File: src/hdl/rde_pkg.sv
`timescale 1ns / 1ps
`default_nettype none
// ----------------------------------------------------------------------------
// Radix digit emitter package
// Widths, register reset values and the configuration bundle that the
// register file hands to the conversion datapath.
// ----------------------------------------------------------------------------
package rde_pkg;

    localparam int VALUE_WIDTH = 64;
    localparam int SYMBOL_BITS = 8;
    localparam int DIGIT_BITS  = 4;
    localparam int RADIX_BITS  = 5;
    localparam int CHUNK_BITS  = 8;
    localparam int DATA_BITS   = 64;
    localparam int ADDR_BITS   = 5;
    localparam int TABLE_BITS  = 16 * SYMBOL_BITS;

    // Register indexes; each register sits on an 8-byte boundary.
    localparam logic [1:0] REG_RADIX        = 2'd0;
    localparam logic [1:0] REG_SYMBOLS_LOW  = 2'd1;
    localparam logic [1:0] REG_SYMBOLS_HIGH = 2'd2;

    localparam logic [RADIX_BITS-1:0] RADIX_RESET        = 5'd10;
    localparam logic [DATA_BITS-1:0]  SYMBOLS_LOW_RESET  = 64'h3736353433323130;
    localparam logic [DATA_BITS-1:0]  SYMBOLS_HIGH_RESET = 64'h6665646362613938;

    typedef struct packed {
        logic [RADIX_BITS-1:0] radix;
        logic [TABLE_BITS-1:0] symbols;
    } cfg_t;

endpackage
`default_nettype wire

File: src/hdl/rde_cfg.sv
`timescale 1ns / 1ps
`default_nettype none
// ----------------------------------------------------------------------------
// Radix digit emitter register file
// APB-style register port holding the radix and the two halves of the digit
// symbol table; presents the clamped radix and the table to the datapath.
// ----------------------------------------------------------------------------
module rde_cfg #(
    parameter int MAX_RADIX = 16
) (
    input  wire logic                           clk,
    input  wire logic                           rst_n,
    input  wire logic                           psel,
    input  wire logic                           penable,
    input  wire logic                           pwrite,
    input  wire logic [rde_pkg::ADDR_BITS-1:0]  paddr,
    input  wire logic [rde_pkg::DATA_BITS-1:0]  pwdata,
    output logic      [rde_pkg::DATA_BITS-1:0]  prdata,
    output logic                                pready,
    output rde_pkg::cfg_t                       cfg
);

    import rde_pkg::*;

    logic [RADIX_BITS-1:0] radix_reg;
    logic [DATA_BITS-1:0]  symbols_low_reg;
    logic [DATA_BITS-1:0]  symbols_high_reg;
    logic [1:0]            reg_index;
    logic                  wr_en;

    assign pready    = 1'b1;
    assign reg_index = paddr[ADDR_BITS-1:3];
    assign wr_en     = psel && penable && pwrite && pready;

    always_ff @(posedge clk or negedge rst_n)
    begin
        if (!rst_n)
        begin
            radix_reg        <= RADIX_RESET;
            symbols_low_reg  <= SYMBOLS_LOW_RESET;
            symbols_high_reg <= SYMBOLS_HIGH_RESET;
        end
        else if (wr_en)
        begin
            case (reg_index)
                REG_RADIX:        radix_reg        <= pwdata[RADIX_BITS-1:0];
                REG_SYMBOLS_LOW:  symbols_low_reg  <= pwdata;
                REG_SYMBOLS_HIGH: symbols_high_reg <= pwdata;
                default:          ;
            endcase
        end
    end

    always_comb
    begin
        case (reg_index)
            REG_RADIX:        prdata = DATA_BITS'(radix_reg);
            REG_SYMBOLS_LOW:  prdata = symbols_low_reg;
            REG_SYMBOLS_HIGH: prdata = symbols_high_reg;
            default:          prdata = '0;
        endcase
    end

    // Out-of-range radix values are pulled back into the supported range.
    always_comb
    begin
        priority if (radix_reg < RADIX_BITS'(2))
            cfg.radix = RADIX_BITS'(2);
        else if (radix_reg > RADIX_BITS'(MAX_RADIX))
            cfg.radix = RADIX_BITS'(MAX_RADIX);
        else
            cfg.radix = radix_reg;
        cfg.symbols = {symbols_high_reg, symbols_low_reg};
    end

endmodule
`default_nettype wire

File: src/hdl/rde_div_step.sv
`timescale 1ns / 1ps
`default_nettype none
// ----------------------------------------------------------------------------
// Radix digit emitter divide step
// Divides one byte of the running quotient, prefixed by the remainder carried
// from the byte above, by the radix: one restoring step per bit.
// ----------------------------------------------------------------------------
module rde_div_step (
    input  wire logic [rde_pkg::DIGIT_BITS-1:0] rem_in,
    input  wire logic [rde_pkg::CHUNK_BITS-1:0] chunk,
    input  wire logic [rde_pkg::RADIX_BITS-1:0] divisor,
    output logic      [rde_pkg::CHUNK_BITS-1:0] quot,
    output logic      [rde_pkg::DIGIT_BITS-1:0] rem_out
);

    import rde_pkg::*;

    logic [DIGIT_BITS:0] part;

    // The partial remainder stays below the divisor, so it fits a digit.
    always_comb
    begin
        part = {1'b0, rem_in};
        quot = '0;
        for (int i = CHUNK_BITS - 1; i >= 0; i--)
        begin
            part = {part[DIGIT_BITS-1:0], chunk[i]};
            if (part >= divisor)
            begin
                part    = part - divisor;
                quot[i] = 1'b1;
            end
        end
        rem_out = part[DIGIT_BITS-1:0];
    end

endmodule
`default_nettype wire

File: src/hdl/radix_digit_emitter.sv
`timescale 1ns / 1ps
`default_nettype none
// ----------------------------------------------------------------------------
// Radix digit emitter
// Converts an unsigned value to characters in a base from 2 to 16,
// most significant digit first, the last character flagged.
// ----------------------------------------------------------------------------
// One value is converted at a time; item_stall stays high from the accepted
// beat until the last character has been taken. The value is divided by the
// radix repeatedly in a single byte-wide divide unit, one byte of the running
// quotient per cycle, starting from the highest byte still in use; each full
// pass yields one digit, which goes into a small digit memory. A pass covers
// only the live bytes of the quotient (at most ceil(VALUE_BITS/8)), so passes
// grow shorter as the value shrinks. The digits are then read back in
// reverse, each character held while the sink stalls. A zero value gives one
// character.
// ----------------------------------------------------------------------------
module radix_digit_emitter #(
    parameter int VALUE_BITS = 64,
    parameter int MAX_RADIX  = 16
) (
    input  wire logic                            clk,
    input  wire logic                            rst_n,
    input  wire logic                            psel,
    input  wire logic                            penable,
    input  wire logic                            pwrite,
    input  wire logic [rde_pkg::ADDR_BITS-1:0]   paddr,
    input  wire logic [rde_pkg::DATA_BITS-1:0]   pwdata,
    output logic      [rde_pkg::DATA_BITS-1:0]   prdata,
    output logic                                 pready,
    input  wire logic                            item_valid,
    output logic                                 item_stall,
    input  wire logic [rde_pkg::VALUE_WIDTH-1:0] value,
    output logic                                 digit_valid,
    input  wire logic                            digit_stall,
    output logic      [rde_pkg::SYMBOL_BITS-1:0] symbol,
    output logic                                 final_digit
);

    import rde_pkg::*;

    localparam int W        = ((VALUE_BITS + CHUNK_BITS - 1) / CHUNK_BITS) * CHUNK_BITS;
    localparam int NCH      = W / CHUNK_BITS;
    localparam int IDX_BITS = (NCH > 1) ? $clog2(NCH) : 1;
    localparam int LEN_BITS = $clog2(NCH + 1);
    localparam int CNT_BITS = $clog2(VALUE_BITS + 1);
    localparam int ADR_BITS = $clog2(VALUE_BITS);

    typedef enum logic [1:0] {
        ST_IDLE,
        ST_DIVIDE,
        ST_EMIT_READ,
        ST_EMIT_SHOW
    } state_t;

    cfg_t                  cfg;
    state_t                state_reg, state_next;
    logic [W-1:0]          n_reg, n_next;
    logic [DIGIT_BITS-1:0] rem_reg, rem_next;
    logic [IDX_BITS-1:0]   idx_reg, idx_next;
    logic [LEN_BITS-1:0]   len_reg, len_next;
    logic [CNT_BITS-1:0]   count_reg, count_next;
    logic [ADR_BITS-1:0]   ptr_reg, ptr_next;
    logic                  qnz_reg, qnz_next;
    logic [DIGIT_BITS-1:0] rd_digit_reg;
    logic [DIGIT_BITS-1:0] digit_mem [VALUE_BITS];

    logic [CHUNK_BITS-1:0] chunk;
    logic [CHUNK_BITS-1:0] quot;
    logic [DIGIT_BITS-1:0] rem_out;
    logic [IDX_BITS-1:0]   top_idx;
    logic                  item_take;
    logic                  pass_end;
    logic                  mem_we;

    rde_cfg #(
        .MAX_RADIX (MAX_RADIX)
    ) u_cfg (
        .clk     (clk),
        .rst_n   (rst_n),
        .psel    (psel),
        .penable (penable),
        .pwrite  (pwrite),
        .paddr   (paddr),
        .pwdata  (pwdata),
        .prdata  (prdata),
        .pready  (pready),
        .cfg     (cfg)
    );

    assign chunk = n_reg[idx_reg*CHUNK_BITS +: CHUNK_BITS];

    rde_div_step u_div (
        .rem_in  (rem_reg),
        .chunk   (chunk),
        .divisor (cfg.radix),
        .quot    (quot),
        .rem_out (rem_out)
    );

    assign item_stall  = (state_reg != ST_IDLE);
    assign item_take   = item_valid && !item_stall;
    assign digit_valid = (state_reg == ST_EMIT_SHOW);
    assign final_digit = (ptr_reg == '0);
    assign symbol      = cfg.symbols[rd_digit_reg*SYMBOL_BITS +: SYMBOL_BITS];
    assign top_idx     = IDX_BITS'(len_reg - LEN_BITS'(1));
    assign pass_end    = (idx_reg == '0);
    assign mem_we      = (state_reg == ST_DIVIDE) && pass_end;

    always_comb
    begin
        state_next = state_reg;
        n_next     = n_reg;
        rem_next   = rem_reg;
        idx_next   = idx_reg;
        len_next   = len_reg;
        count_next = count_reg;
        ptr_next   = ptr_reg;
        qnz_next   = qnz_reg;
        unique case (state_reg)
            ST_IDLE:
            begin
                if (item_take)
                begin
                    n_next     = W'(value[VALUE_BITS-1:0]);
                    rem_next   = '0;
                    idx_next   = IDX_BITS'(NCH - 1);
                    len_next   = LEN_BITS'(NCH);
                    count_next = '0;
                    qnz_next   = 1'b0;
                    state_next = ST_DIVIDE;
                end
            end
            ST_DIVIDE:
            begin
                n_next[idx_reg*CHUNK_BITS +: CHUNK_BITS] = quot;
                // Dividing by at most 16 frees at most one top byte per pass.
                if ((idx_reg == top_idx) && (quot == '0) && (len_reg > LEN_BITS'(1)))
                    len_next = len_reg - LEN_BITS'(1);
                if (pass_end)
                begin
                    count_next = count_reg + CNT_BITS'(1);
                    rem_next   = '0;
                    qnz_next   = 1'b0;
                    idx_next   = IDX_BITS'(len_next - LEN_BITS'(1));
                    if (!qnz_reg && (quot == '0))
                    begin
                        ptr_next   = count_reg[ADR_BITS-1:0];
                        state_next = ST_EMIT_READ;
                    end
                end
                else
                begin
                    rem_next = rem_out;
                    qnz_next = qnz_reg || (quot != '0);
                    idx_next = idx_reg - IDX_BITS'(1);
                end
            end
            ST_EMIT_READ:
            begin
                state_next = ST_EMIT_SHOW;
            end
            ST_EMIT_SHOW:
            begin
                if (!digit_stall)
                begin
                    if (ptr_reg == '0)
                        state_next = ST_IDLE;
                    else
                    begin
                        ptr_next   = ptr_reg - ADR_BITS'(1);
                        state_next = ST_EMIT_READ;
                    end
                end
            end
            default:
            begin
                state_next = ST_IDLE;
            end
        endcase
    end

    always_ff @(posedge clk or negedge rst_n)
    begin
        if (!rst_n)
        begin
            state_reg <= ST_IDLE;
            idx_reg   <= '0;
            len_reg   <= LEN_BITS'(1);
            count_reg <= '0;
            ptr_reg   <= '0;
            qnz_reg   <= 1'b0;
        end
        else
        begin
            state_reg <= state_next;
            idx_reg   <= idx_next;
            len_reg   <= len_next;
            count_reg <= count_next;
            ptr_reg   <= ptr_next;
            qnz_reg   <= qnz_next;
        end
    end

    always_ff @(posedge clk)
    begin
        n_reg   <= n_next;
        rem_reg <= rem_next;
    end

    // Digits are written least significant first and read back in reverse.
    always_ff @(posedge clk)
    begin
        if (mem_we)
            digit_mem[count_reg[ADR_BITS-1:0]] <= rem_out;
        if (state_reg == ST_EMIT_READ)
            rd_digit_reg <= digit_mem[ptr_reg];
    end

endmodule
`default_nettype wire

File: config.mk
export PLATFORM = sky130hd
export DESIGN_NAME = radix_digit_emitter
export DESIGN_NICKNAME = d
export VERILOG_FILES = /design/src/hdl/rde_pkg.sv /design/src/hdl/rde_cfg.sv /design/src/hdl/rde_div_step.sv /design/src/hdl/radix_digit_emitter.sv
export SDC_FILE = /design/constraint.sdc
export NUM_CORES = 1
export LEC_CHECK = 0
export ABC_CLOCK_PERIOD_IN_PS = 26600
export BUFFER_PORTS_ARGS = -buffer_cell sky130_fd_sc_hd__buf_2
export CORE_UTILIZATION = 55
export DETAILED_ROUTE_END_ITERATION = 7
export PLACE_DENSITY = 0.75
export SETUP_SLACK_MARGIN = 0.02
export SYNTH_ARGS = -nofsm -noshare
export SYNTH_HDL_FRONTEND = slang
export SYNTH_SLANG_ARGS = --single-unit
File: constraint.sdc
create_clock -name clk -period 26.6 [get_ports clk]
set_clock_uncertainty 0.2 [all_clocks]
set_input_delay 1.33 -clock clk [delete_from_list [all_inputs] [get_ports clk]]
set_output_delay 1.33 -clock clk [all_outputs]
set_load 0.005 [all_outputs]
# --- Word level (Yosys, flattened, before mapping) ---
# Memory sizes are Yosys's and may differ from the RTL's. A register that Yosys moved wholly into a read port is not among the register bits.
# Index checks and enable logic that the tools add are counted.
word_totals:
  ff_bits: 224
  mem_bits_rw: 256
  in_bits: 140
  word_cells: 129
  n_memories: 1
classes:
  n_addsub: 14
  n_lt_le_gt_ge: 11
  n_eq_ne: 11
  n_shift: 4
  n_mux: 51
  n_reduce_logical: 26
mem_list:
  columns: ["name", "words", "width", "read_ports", "rd_ports_with_merged_regs", "write_ports", "line_no", "text"]
  rows:
  - ["digit_mem", 64, 4, 1, 1, 1, "radix_digit_emitter.sv:66", "logic [DIGIT_BITS-1:0] digit_mem [VALUE_BITS];"]
op_table:
  columns: ["op", "n"]
  rows:
  - ["$pmux W64 S3", 1]
  - ["$pmux W64 S2", 1]
  - ["$shiftx A128 B8 Y8", 1]
  - ["$bwmux W64", 1]
  - ["$mux W64", 1]
  - ["$shift A8 B34 Y64 const A", 1]
  - ["$shiftx A64 B7 Y8", 1]
  - ["$shiftx A8 B34 Y64", 1]
  - ["$mux W4", 13]
  - ["$ge A5 B5 Y1", 8]
  - ["$neg A6 Y34", 1]
  - ["$sub A4 B4 Y4", 8]
  - ["$mux W6", 4]
  - ["$pmux W4 S2", 2]
  - ["$mux W7", 2]
  - ["$pmux W7 S2", 1]
  - ["$mux W1", 12]
  - ["$pmux W6 S2", 1]
  - ["$mux W2", 5]
  - ["$mux W5", 2]
  - ["$logic_not A8 Y1", 1]
  - ["$ne A2 B2 Y1 const B", 4]
  - ["$pmux W2 S4", 1]
  - ["$reduce_and A2 Y1", 4]
  - ["25 further kinds", 40]

# --- Logic depth before layout (Yosys ltp) ---
depth:
  depth_word: 27
  ltp_mapped: 63
  mapped_depth_nobuf: 59

# --- Modules after synthesis ---
# A second synthesis with hierarchy kept.
hier_totals:
  cells_unflattened: 1570
  area_unflattened_um2: 23766.5
modules_own_cells:
  columns: ["module", "instances", "cells_each", "area_each_um2"]
  rows:
  - ["radix_digit_emitter", 1, 971, 15991.6]
  - ["rde_cfg", 1, 386, 6067.1]
  - ["rde_div_step", 1, 213, 1707.9]

# --- Worst setup path after synthesis ---
# OpenSTA, ideal clock, no wires.
synth_path:
  path_kind: "register to register"
  startpoint: "register u_cfg.radix_reg[3]"
  endpoint: "memory digit_mem[0][0], data pin"
  arrival_ns: 13.483
  slack_ns: 12.349
  stages_incl_launch_ff: 44
  path_buffers: 4
  synth_period_minus_slack_ns: 14.251
  path_cell_list: "dfstp_2 nor2_1 o21ai_0 ha_1 nand2_1 o21ai_1 a31oi_4 mux2_2 ha_1 a21oi_1 o21ai_0 a31oi_1 mux2_4 ha_1 a21oi_1 o21ai_1 a31oi_2 mux2i_1 (+8 left out) a31oi_1 clkbuf_1 mux2_2 ha_1 a21o_1 a31oi_1 clkbuf_1 mux2_2 ha_1 a21o_1 a31oi_1 clkbuf_1 o21ai_0 ha_1 a21oi_1 o21ai_0 a31oi_1 mux2i_1"
synth_between:
  elab_chain_cells: 19
  word_cells_on_any_way: 28
synth_lines:
  columns: ["item", "line_no", "text"]
  rows:
  - ["start: declaration", "rde_cfg.sv:25", "logic [RADIX_BITS-1:0] radix_reg;"]
  - ["start signal: assignment", "rde_cfg.sv:46", "REG_RADIX: radix_reg <= pwdata[RADIX_BITS-1:0];"]
  - ["$gt A5 B5 Y1", "rde_cfg.sv:69", "else if (radix_reg > RADIX_BITS'(MAX_RADIX))"]
  - ["$mux W5", "rde_cfg.sv:69", null]
  - ["$mux W5 (*)", "rde_cfg.sv:67", "priority if (radix_reg < RADIX_BITS'(2))"]
  - ["$sub A4 B4 Y4 / $ge A5 B5 Y1 (equally long branches)", "rde_div_step.sv:30, rde_div_step.sv:28", null]
  - ["$mux W4", "rde_div_step.sv:28", "if (part >= divisor)"]
  - ["$sub A4 B4 Y4 / $ge A5 B5 Y1 (equally long branches)", "rde_div_step.sv:30, rde_div_step.sv:28", null]
  - ["$mux W4", "rde_div_step.sv:28", null]
  - ["$sub A4 B4 Y4 / $ge A5 B5 Y1 (equally long branches)", "rde_div_step.sv:30, rde_div_step.sv:28", null]
  - ["(+4 left out)", null, null]
  - ["$mux W4", "rde_div_step.sv:28", null]
  - ["$sub A4 B4 Y4 / $ge A5 B5 Y1 (equally long branches)", "rde_div_step.sv:30, rde_div_step.sv:28", null]
  - ["$mux W4", "rde_div_step.sv:28", null]
  - ["$sub A4 B4 Y4 / $ge A5 B5 Y1 (equally long branches)", "rde_div_step.sv:30, rde_div_step.sv:28", null]
  - ["$mux W4", "rde_div_step.sv:28", null]
  - ["$ge A5 B5 Y1", "rde_div_step.sv:28", null]
  - ["$mux W4 (*)", "rde_div_step.sv:28", null]
  - ["net rem_out[0]", "radix_digit_emitter.sv:70", "logic [DIGIT_BITS-1:0] rem_out;"]
  - ["end: declaration", "radix_digit_emitter.sv:66", null]
# Mark *: on every way through the listed nets, which the timed path passes. The rest lies on a longest branch.

# --- Worst setup path after layout ---
layout_path:
  startpoint: "register idx_reg[0]"
  endpoint: "register idx_reg[2]"
layout_between:
  elab_chain_cells: 25
  word_cells_on_any_way: 42
layout_lines:
  columns: ["item", "line_no", "text"]
  rows:
  - ["start: declaration", "radix_digit_emitter.sv:60", "logic [IDX_BITS-1:0] idx_reg, idx_next;"]
  - ["start signal: assignment", "radix_digit_emitter.sv:197", "idx_reg <= idx_next;"]
  - ["$shiftx A64 B7 Y8", "radix_digit_emitter.sv:91", "assign chunk = n_reg[idx_reg*CHUNK_BITS +: CHUNK_BITS];"]
  - ["$sub A4 B4 Y4 / $ge A5 B5 Y1 (equally long branches)", "rde_div_step.sv:30, rde_div_step.sv:28", null]
  - ["$mux W4", "rde_div_step.sv:28", null]
  - ["$sub A4 B4 Y4 / $ge A5 B5 Y1 (equally long branches)", "rde_div_step.sv:30, rde_div_step.sv:28", null]
  - ["$mux W4", "rde_div_step.sv:28", null]
  - ["$sub A4 B4 Y4 / $ge A5 B5 Y1 (equally long branches)", "rde_div_step.sv:30, rde_div_step.sv:28", null]
  - ["$mux W4", "rde_div_step.sv:28", null]
  - ["$sub A4 B4 Y4 / $ge A5 B5 Y1 (equally long branches)", "rde_div_step.sv:30, rde_div_step.sv:28", null]
  - ["(+8 left out)", null, null]
  - ["$mux W1", "rde_div_step.sv:28", null]
  - ["$logic_not A8 Y1", "radix_digit_emitter.sv:138", "if ((idx_reg == top_idx) && (quot == '0) && (len_reg > LEN_BITS'(1)))"]
  - ["$logic_and A1 B1 Y1 (2 in series)", "radix_digit_emitter.sv:138", null]
  - ["$mux W4", "radix_digit_emitter.sv:138", null]
  - ["$mux W4", "radix_digit_emitter.sv:120", "unique case (state_reg)"]
  - ["$sub A3 B1 Y3", "radix_digit_emitter.sv:145", "idx_next = IDX_BITS'(len_next - LEN_BITS'(1));"]
  - ["$mux W3 (*)", "radix_digit_emitter.sv:140", "if (pass_end)"]
  - ["$pmux W3 S2 (*)", "radix_digit_emitter.sv:120", null]
# Mark *: on every way between the ends. The rest lies on a longest branch, timed or not. The select of a mux whose other input is x is not followed.
# A chain may end at the register's enable or synchronous reset.

==> impl_metrics.ini <==
[run_status]
status = complete, no violations

[placement]
globalplace.congestion = 0.8624
dpl-instance-area_um2 = 24900
portBuffers = 211
dpl.hpwl_um = 36200

[detailed_routing]
wl_per_cell_um = 22.99
drtIter0Drc = 1266
vias_per_cell = 6.185
wl_um = 54930
drc_errors = 0
ant_nets = 0
drtPass1Iterations = 5
vias = 14780

[logic_synthesis]
ys_ff_latch = 483
ys_warn_count = 0
synth_cell_types = 64
synth_area_leader_cell = edfxtp_1
synth_cells = 1624
ys_top_cells_by_area = edfxtp_1 (42%), dfrtp_1 (10%), mux4_2 (9.5%)
ys_async_sr_fraction = 0.3209
synth_common_cells = edfxtp_1 (328), mux2_2 (153), nand2_1 (118)
synth_nets = 1823
syn_area_um2 = 23370
ys_seq_area_frac = 0.5906
yosysMostFrequentCell = edfxtp_1
synth_edf_count = 328
synth_top_area_frac = 0.4214
syn_area_per_cell_um2 = 14.39
ys.flop_type = edfxtp_1

[finish]
largest_reg_flops = 256
drive_gt1_frac = 0.3525
num-nets-final = 2002
final_area_um2 = 26540
synthToLayoutAreaGrowth_pct = 13.56

[global_route]
grt_pass1_vias = 14980
antenna_found_initial = 7
grt_pass1_wl_um = 85520
gr-usage-all-layers = 0.2557
grt_max_degree = 115
overflow = 0

[setup_path]
cp_max_fo = 15
cp-start-kind = register
critPathKind = reg2reg
crit_family = compound AO/OA/AOI/OAI gates
cpMostUsedCell = ha_1
worstPathRequired_ns = 26.86
cp_num_buf_inv = 9
cp.arrival_ns = 14.66
end_kind = register
critPathSlowestCell = a31oi_2
critPathMaxStageDelay_ns = 0.67

[clock_network]
hold_buffers = 0
clock_path_buffers = 3
path_clk_slew_ns = 0.06
cts_resized = 0
root_buffer = clkbuf_16
cts_inserted_buffers = 49
htree_levels = 2
cts_setup_buffers = 0
tritoncts = built
insertion_delay_ns = 0.61
cts.sinks = 483

[die]
core_area_um2 = 41950
die_area_um2 = 43320
die_x_um = 208.1
die_y_um = 208.1
io_pins = 216
rows = 75
initial_core_util = 0.5572

[sta]
worst_pin_slew_ns = 1.076
period_needed_ns = 14.40
tns_ns = 0
slew_headroom = 0.2800
setup_viol_count_final = 0
drv_slew = 0
hold_viol = 0
max_freq_mhz = 69.45
rsz0062_at_grt = false
finalCritPeriodShare = 0.5413

[run]
maxCapViolations = 0

[hold_path]
hp-class = reg2reg
cell type report:
class	instances	area [µm²]
sequential	483	13810
multi-input combinational	1000	9046
fill	3017	15410
timing repair buffer	235	1242
inverter	34	127.6
tap	539	674.4
clock buffer	59	1294
antenna	6	15.01
clock inverter	33	334.1
metrics by stage:
step / hold WS (ns) / setup slack (ns) / std cells / utilization
4_1_cts: 0.3169 / 12.31 / 2383 / 0.6323
3_5_place_dp: 0.2866 / 12.43 / 2291 / 0.5935
5_1_grt: 0.3346 / 11.01 / 2385 / 0.6325
3_3_place_gp: 0.2769 / 12.69 / 2291 / 0.5935
2_1_floorplan: 0.2645 / 12.35 / 1624 / -
6_report: 0.3141 / 12.20 / 2389 / 0.6327
cell usage in the layout, fill, tap and decap left out, types with 5 or more instances in the layout:
master / synthesis / final
a21o_1: 18 / 18
a21oi_1: 52 / 52
a22o_1: 60 / 60
a31oi_1: 7 / 7
and4_1: 5 / 5
buf_2: 15 / 210
buf_4: 7 / 24
bufinv_16: 0 / 5
clkbuf_1: 72 / 7
clkbuf_16: 0 / 49
clkinv_1: 0 / 9
clkinv_2: 0 / 14
dfrtp_1: 96 / 95
dfstp_2: 59 / 59
diode_2: 0 / 6
edfxtp_1: 328 / 328
fa_1: 8 / 8
ha_1: 51 / 51
inv_1: 32 / 32
mux2_2: 153 / 153
mux2i_1: 60 / 59
mux4_2: 99 / 99
nand2_1: 118 / 118
nand3_1: 12 / 12
nand4_1: 7 / 7
nor2_1: 96 / 95
nor2b_1: 15 / 13
nor3_1: 10 / 10
o21ai_0: 93 / 92
o21ai_1: 18 / 18
o221ai_1: 16 / 16
o22ai_1: 10 / 10
xnor2_1: 17 / 17
xor2_1: 9 / 9
layer usage:
layer  up-vias  wire length, µm  track usage
met5         -               46            0
met4         6             1481      0.08174
met3       105             4130      0.05706
met2       561            26760       0.4175
met1      7480            22510       0.3428
li1       6623                -            -
path summary, 6_finish.rpt:
check / start / end / slack (ns) / depth (start not counted)
setup / recovery: idx_reg[0] / idx_reg[2] / 12.20 / 61
hold / removal: qnz_reg / qnz_reg / 0.31 / 1
setup reg to reg: idx_reg[0] / idx_reg[2] / 12.20 / 61
hold reg to reg: qnz_reg / qnz_reg / 0.31 / 1
max in group asynchronous: rst_n / ptr_reg[0] / 24.26 / 2
min in group asynchronous: rst_n / u_cfg.symbols_high_reg[40] / 0.66 / 1
cells by family (layout without fill, tap and decap cells):
family | Yosys count | after routing | share of synthesized area
AOI/OAI and AO/OA | 300 | 300 | 0.08459
xor gates and xnor gates | 26 | 26 | 0.009744
adders and majority gates | 59 | 59 | 0.03416
buffers and inverters | 141 | 361 | 0.02489
DFF | 483 | 483 | 0.5906
muxes | 317 | 317 | 0.1988
other | 1 | 7 | 0.0001605
and+or+nand+nor | 297 | 297 | 0.05712
Power is not shown: default switching activity piles up to over one toggle a cycle in this logic, so the estimate is an artifact.
